### src/qwmi_pkg.sv
// ----------------------------------------------------------------------------
// qwmi_pkg
// Types and constants shared by the middle-insert queue modules.
// ----------------------------------------------------------------------------
`timescale 1ns / 1ps

package qwmi_pkg;

    // Default number of entry cells.
    localparam int DEPTH_DEF = 32;

    // Width of one stored entry.
    localparam int DATA_W = 32;

    // Item action codes.
    typedef enum logic [1:0] {
        ACT_PUSH_TAIL = 2'd0,
        ACT_PUSH_MID  = 2'd1,
        ACT_POP       = 2'd2,
        ACT_NONE      = 2'd3
    } action_t;

    // Result status codes.
    typedef enum logic [1:0] {
        ST_OK    = 2'd0,
        ST_EMPTY = 2'd1,
        ST_FULL  = 2'd2
    } status_t;

    // Per-cycle command broadcast to every cell.
    typedef struct packed {
        logic write;   // a push writes the new value at the given position
        logic insert;  // cells past the position take their left neighbor
        logic pop;     // every cell takes its right neighbor
    } cell_ctl_t;

endpackage

### src/queue_with_middle_insert_core.sv
// ----------------------------------------------------------------------------
// queue_with_middle_insert_core
// The result item is registered and appears in the cycle after its item is accepted.
// One item per cycle while the result is not held by out_stall; every cell of
// the row updates in parallel for push back, middle insert and pop.
// Reset clears the count and the result valid; entry cells are not reset.
// Bounded ordered queue with push back, push middle and pop front.
// ----------------------------------------------------------------------------
`timescale 1ns / 1ps

module queue_with_middle_insert_core #(
    parameter int DEPTH = qwmi_pkg::DEPTH_DEF
) (
    input  logic                          clk,
    input  logic                          rst_n,
    input  logic                          in_valid,
    output logic                          in_stall,
    input  logic [1:0]                    action,
    input  logic signed [31:0]            value,
    output logic                          out_valid,
    input  logic                          out_stall,
    output logic signed [31:0]            popped_value,
    output logic [1:0]                    status
);

    localparam int CW = $clog2(DEPTH + 1);

    qwmi_pkg::cell_ctl_t           ctl;
    logic [CW-1:0]                 pos;
    logic [qwmi_pkg::DATA_W-1:0]   cell_data [DEPTH];
    logic [qwmi_pkg::DATA_W-1:0]   popped_u;

    // Count, command decode and result register.
    qwmi_ctrl #(
        .DEPTH (DEPTH),
        .CW    (CW)
    ) u_ctrl (
        .clk          (clk),
        .rst_n        (rst_n),
        .action       (action),
        .in_valid     (in_valid),
        .in_stall     (in_stall),
        .head_data    (cell_data[0]),
        .ctl          (ctl),
        .pos          (pos),
        .popped_value (popped_u),
        .status       (status),
        .out_valid    (out_valid),
        .out_stall    (out_stall)
    );

    assign popped_value = signed'(popped_u);

    // Row of entry cells, head at index zero.
    for (genvar i = 0; i < DEPTH; i++)
    begin : g_cell
        logic [qwmi_pkg::DATA_W-1:0] left_d;
        logic [qwmi_pkg::DATA_W-1:0] right_d;

        if (i == 0)
        begin : g_head
            assign left_d = '0;
        end
        else
        begin : g_left
            assign left_d = cell_data[i-1];
        end

        if (i == DEPTH - 1)
        begin : g_tail
            assign right_d = '0;
        end
        else
        begin : g_right
            assign right_d = cell_data[i+1];
        end

        qwmi_cell #(
            .IDX (i),
            .CW  (CW)
        ) u_cell (
            .clk        (clk),
            .ctl        (ctl),
            .pos        (pos),
            .value      (unsigned'(value)),
            .left_data  (left_d),
            .right_data (right_d),
            .data       (cell_data[i])
        );
    end

endmodule

### src/qwmi_cell.sv
// ----------------------------------------------------------------------------
// qwmi_cell
// One entry cell of the queue row: holds a value and updates it from the new
// value or from its left or right neighbor.
// ----------------------------------------------------------------------------
`timescale 1ns / 1ps

module qwmi_cell #(
    parameter int IDX = 0,
    parameter int CW  = 6
) (
    input  logic                          clk,
    input  qwmi_pkg::cell_ctl_t           ctl,
    input  logic [CW-1:0]                 pos,
    input  logic [qwmi_pkg::DATA_W-1:0]   value,
    input  logic [qwmi_pkg::DATA_W-1:0]   left_data,
    input  logic [qwmi_pkg::DATA_W-1:0]   right_data,
    output logic [qwmi_pkg::DATA_W-1:0]   data
);

    localparam logic [CW-1:0] IDX_C = CW'(IDX);

    logic [qwmi_pkg::DATA_W-1:0] data_reg;
    logic [qwmi_pkg::DATA_W-1:0] data_next;

    // Select the new cell content for this cycle's command.
    always_comb
    begin
        data_next = data_reg;
        if (ctl.pop)
        begin
            data_next = right_data;
        end
        else if (ctl.write)
        begin
            if (pos == IDX_C)
            begin
                data_next = value;
            end
            else if (ctl.insert && (IDX_C > pos))
            begin
                data_next = left_data;
            end
        end
    end

    // Entry storage; contents are undefined until written.
    always_ff @(posedge clk)
    begin
        data_reg <= data_next;
    end

    assign data = data_reg;

endmodule

### src/qwmi_ctrl.sv
// ----------------------------------------------------------------------------
// qwmi_ctrl
// Queue control: occupancy count, command decode for the cell row, and the
// registered result item with its handshake.
// ----------------------------------------------------------------------------
`timescale 1ns / 1ps

module qwmi_ctrl #(
    parameter int DEPTH = qwmi_pkg::DEPTH_DEF,
    parameter int CW    = $clog2(DEPTH + 1)
) (
    input  logic                          clk,
    input  logic                          rst_n,
    input  logic [1:0]                    action,
    input  logic                          in_valid,
    output logic                          in_stall,
    input  logic [qwmi_pkg::DATA_W-1:0]   head_data,
    output qwmi_pkg::cell_ctl_t           ctl,
    output logic [CW-1:0]                 pos,
    output logic [qwmi_pkg::DATA_W-1:0]   popped_value,
    output logic [1:0]                    status,
    output logic                          out_valid,
    input  logic                          out_stall
);

    localparam logic [CW-1:0] FULL_C = CW'(DEPTH);

    logic [CW-1:0]                 count_reg;
    logic [CW-1:0]                 count_next;
    logic                          out_valid_reg;
    logic                          out_valid_next;
    logic [qwmi_pkg::DATA_W-1:0]   popped_reg;
    logic [qwmi_pkg::DATA_W-1:0]   popped_next;
    qwmi_pkg::status_t             status_reg;
    qwmi_pkg::status_t             status_next;
    logic                          accept;
    logic                          full;
    logic                          empty;
    logic [CW:0]                   count_inc;
    logic [CW-1:0]                 half_pos;
    qwmi_pkg::action_t             act;

    // Input is held only while a finished result waits downstream.
    assign in_stall = out_valid_reg && out_stall;
    assign accept   = in_valid && !in_stall;
    assign full     = (count_reg == FULL_C);
    assign empty    = (count_reg == '0);
    assign act      = qwmi_pkg::action_t'(action);

    // Middle position is ceil(count / 2).
    assign count_inc = {1'b0, count_reg} + {{CW{1'b0}}, 1'b1};
    assign half_pos  = count_inc[CW:1];
    assign pos       = (act == qwmi_pkg::ACT_PUSH_MID) ? half_pos : count_reg;

    // Decode the accepted item into a cell command and a result.
    always_comb
    begin
        ctl         = '0;
        count_next  = count_reg;
        status_next = qwmi_pkg::ST_OK;
        popped_next = '0;
        if (accept)
        begin
            unique case (act)
                qwmi_pkg::ACT_PUSH_TAIL,
                qwmi_pkg::ACT_PUSH_MID:
                begin
                    if (full)
                    begin
                        status_next = qwmi_pkg::ST_FULL;
                    end
                    else
                    begin
                        ctl.write  = 1'b1;
                        ctl.insert = (act == qwmi_pkg::ACT_PUSH_MID);
                        count_next = count_reg + CW'(1);
                    end
                end
                qwmi_pkg::ACT_POP:
                begin
                    if (empty)
                    begin
                        status_next = qwmi_pkg::ST_EMPTY;
                    end
                    else
                    begin
                        ctl.pop     = 1'b1;
                        popped_next = head_data;
                        count_next  = count_reg - CW'(1);
                    end
                end
                default:
                begin
                    status_next = qwmi_pkg::ST_OK;
                end
            endcase
        end
    end

    // Result valid: set by an accepted item, cleared when taken.
    always_comb
    begin
        out_valid_next = out_valid_reg;
        if (accept)
        begin
            out_valid_next = 1'b1;
        end
        else if (!out_stall)
        begin
            out_valid_next = 1'b0;
        end
    end

    // Control state.
    always_ff @(posedge clk or negedge rst_n)
    begin
        if (!rst_n)
        begin
            count_reg     <= '0;
            out_valid_reg <= 1'b0;
        end
        else
        begin
            count_reg     <= count_next;
            out_valid_reg <= out_valid_next;
        end
    end

    // Result payload, loaded with each accepted item.
    always_ff @(posedge clk)
    begin
        if (accept)
        begin
            popped_reg <= popped_next;
            status_reg <= status_next;
        end
    end

    assign out_valid    = out_valid_reg;
    assign popped_value = popped_reg;
    assign status       = status_reg;

endmodule

### config.mk
export PLATFORM = sky130hd
export DESIGN_NAME = queue_with_middle_insert_core
export DESIGN_NICKNAME = d
export VERILOG_FILES = /design/src/qwmi_pkg.sv /design/src/queue_with_middle_insert_core.sv /design/src/qwmi_cell.sv /design/src/qwmi_ctrl.sv
export SDC_FILE = /design/constraint.sdc
export NUM_CORES = 2
export LEC_CHECK = 0
export BUFFER_PORTS_ARGS = -buffer_cell sky130_fd_sc_hd__buf_2
export CORE_UTILIZATION = 40
export DETAILED_ROUTE_END_ITERATION = 10
export GPL_TIMING_DRIVEN = 0
export HOLD_SLACK_MARGIN = 0.05
export PLACE_DENSITY = 0.62
export SETUP_SLACK_MARGIN = 0.02
export SLEW_MARGIN = 20
export SYNTH_ARGS = -nofsm -noshare
export SYNTH_HDL_FRONTEND = slang
export SYNTH_SLANG_ARGS = --single-unit
### constraint.sdc
create_clock -name clk -period 13.5 [get_ports clk]
set_clock_uncertainty 0.2 [all_clocks]
set_input_delay 1.35 -clock clk [delete_from_list [all_inputs] [get_ports clk]]
set_output_delay 1.35 -clock clk [all_outputs]
set_load 0.03 [all_outputs]
==> results_dict.tcl <==
set metrics [dict create \
    tightest_slew_ns 1.33 \
    path_max_fanout 10 \
    track_usage_pct 32.2 \
    vias_per_cell 6.37 \
    drt-total-wl_um 222000 \
    tns_ns 0 \
    cp-end-kind "flop" \
    pin_count 74 \
    design_area_mm2 0.0613 \
    grt_pass1_wl_um 311000 \
    yosysTopAreaCell "edfxtp_1" \
    layout.nets 5201 \
    maxSlewViolCount 0 \
    synth_top_area_share_pct 57.9 \
    syn-mean-instance-area_um2 10.8 \
    wire_per_inst_um 31.7 \
    final.setup.worst_slack_ns 8.69 \
    dieArea_mm2 0.135 \
    die_x_um 367 \
    synth_cell_types 72 \
    dp_cells 6796 \
    ys_seq_elements 1065 \
    outcome "finished, final reports clean" \
    dpl_cell_area_mm2 0.0576 \
    synthToLayoutAreaGrowth_pct 15.1 \
    hold_ws_ns 0.226 \
    root_buffer "clkbuf_16" \
    synthArstFlopShare_pct 0.657 \
    clock_sinks 1065 \
    grt_pass1_vias 41960 \
    required_ns 13.80 \
    yosysSeqAreaShare_pct 59.4 \
    endpoint "g_cell[6].u_cell.data[14]$_DFFE_PP_" \
    yosysWarnings 0 \
    post-cts-setup-buffers 0 \
    synthFlopType "edfxtp_1" \
    ir_worst_vdd_uv 109 \
    cp_slowest_stage_delay_ns 0.91 \
    cp_top_family "buffers and inverters" \
    r2r-start "u_ctrl.count_reg[1]$_DFFE_PN0P_" \
    row_count 133 \
    r2r_setup_slack_ns 8.69 \
    start_kind "flop" \
    hold_buffers 0 \
    cp.depth 12 \
    core_mm2 0.132 \
    insertion_delay_ns 0.75 \
    fillers 12297 \
    reg2reg_depth 12 \
    regToRegEndpoint "g_cell[6].u_cell.data[14]$_DFFE_PP_" \
    place_ws_ns 8.21 \
    numCtsBuffers 113 \
    first_pass_iters 9 \
    grt_max_degree 38 \
    vias 44702 \
    final_common_cell "nand2_1" \
    syn_inst 4908 \
    ant_nets 0 \
    dp_hpwl_um 164000 \
    place.gp.congestion 1.04 \
    hp-class "in -> async" \
    rsz0062_at_grt "false" \
    crit_slowest_cell "clkbuf_1" \
    final_hold_viol_count 0 \
    critPathBufInv 7 \
    cts_buffer_depth 3 \
    p_leak_nw 20.7 \
    power_density_mw_per_mm2 154 \
    synth_edf_count 1026 \
    clk_pin_slew_ns 0.06 \
    synth.net_count 4953 \
    period_share_pct 35.6 \
    stdcell_count 7015 \
    synth.area.top_cells "edfxtp_1 58%, o211ai_1 8.2%, nand2_1 7.6%, mux2i_1 7.3%, nand3_1 5.6%" \
    max-slew-margin-rel_pct 11.1 \
    portBuffers 72 \
    syn_area_mm2 0.0532 \
    cp-startpoint "u_ctrl.count_reg[1]$_DFFE_PN0P_" \
    antenna_found_initial 17 \
    cp.arrival_ns 5.11 \
    setup_viol 0 \
    crit_top_cell "buf_2" \
    htreeDepth 3 \
    largest_reg_flops 1024 \
    drive_gt1_share_pct 11.8 \
    die_y_um 367 \
    post_cts_resized 0 \
    cts_tree "done" \
    drv_cap 0 \
    drt_iter0_markers 8054 \
    min_period_ns 4.81 \
    fmax_mhz 208 \
    overflow 0 \
    critical_path_class "reg -> reg" \
    final_cell_mix "1075 x nand2_1, 1026 x edfxtp_1, 592 x nand3_1, 580 x o211ai_1, 386 x mux2i_1" \
    cp_cell_sequence "inv_1 -> ha_1 -> or4b_1 -> o21a_1 -> nand2_1 -> buf_2 -> clkbuf_1 -> o41ai_2 -> buf_2 -> buf_2 -> buf_2 -> buf_2" \
    drc 0 \
    start_util_pct 40.4 \
]
worst reg2reg max path, delay by kind of cell, from the launching register on:
kind	cells	cell delay (ns)
buf+inv	7	2.34
compound gates	2	0.72
simple gates	2	0.62
flops	1	0.51
fa+ha+maj	1	0.18
cells in the mapped netlist (all sizes together), types with 4 or more instances:
cell / number
clkbuf: 274
and2: 38
dfxtp: 32
nand2: 1106
ha: 6
xor2: 5
buf: 214
nand3: 602
and3: 4
o21ai: 468
a21o: 4
mux2i: 386
edfxtp: 1026
inv: 6
a21oi: 22
nor3: 10
nor2b: 6
o211ai: 580
nor2: 23
dfrtp: 7
a31oi: 42
worst min-delay path by stage:
stage                                                      start                                      to  slack [ns]  cells after the start
after floorplan           g_cell[31].u_cell.data[3]$_SDFFE_PP0P_  g_cell[31].u_cell.data[3]$_SDFFE_PP0P_        0.29                      2
after global placement    g_cell[31].u_cell.data[4]$_SDFFE_PP0P_  g_cell[31].u_cell.data[4]$_SDFFE_PP0P_        0.31                      2
after detailed placement  g_cell[31].u_cell.data[4]$_SDFFE_PP0P_  g_cell[31].u_cell.data[4]$_SDFFE_PP0P_        0.31                      2
after CTS                                                  rst_n         u_ctrl.count_reg[1]$_DFFE_PN0P_        0.20                      1
after global routing                                       rst_n         u_ctrl.count_reg[2]$_DFFE_PN0P_        0.24                      1
final                                                      rst_n         u_ctrl.count_reg[2]$_DFFE_PN0P_        0.23                      1
metal layers:
metal  GRT usage (%)  vias up  share of wire (%)  wire length (µm)
met5               0        -              0.022                49
met4            15.8        8                5.5             12100
met3            11.1      516                 16             34800
met2            44.1     3465                 40             88700
met1            45.0    21842                 39             86500
li1                -    18871                  -                 -
through the flow:
stage / util, % / power [mW]
finish: 46.5 / 9.42
global route: 46.5 / 9.64
CTS: 46.5 / 9.32
detailed placement: 43.7 / 6.17
global placement: 42.3 / 6.05
floorplan: - / 5.40
cell families after synthesis:
logic type / share of synthesized area, %
adders and majority gates: 0.179
and+or+nand+nor: 14.9
xor gates and xnor gates: 0.0987
AOI/OAI and AO/OA: 13.8
DFF: 59.4
muxes: 7.29
buffers and inverters: 4.29
power breakdown:
part	switching, mW	internal [mW]	leakage, nW
Clock	1.40	1.82	1.82
Combinational	1.36	0.626	9.10
Sequential	0.166	4.04	9.73
area by class of cell:
| type | instances | area [µm²] | area share [%] |
|---|---|---|---|
| well taps | 1755 | 2200 | 3.58 |
| clock inverters | 66 | 663 | 1.08 |
| repair buffers | 133 | 1750 | 2.86 |
| plain buffers | 488 | 2330 | 3.80 |
| diodes | 13 | 32.5 | 0.0531 |
| clock buffers | 140 | 3020 | 4.93 |
| multi-input cells | 3349 | 19600 | 32.1 |
| flip-flops and latches | 1065 | 31600 | 51.6 |
| inverters | 6 | 22.5 | 0.0368 |
(Power assumes the default switching activity.)
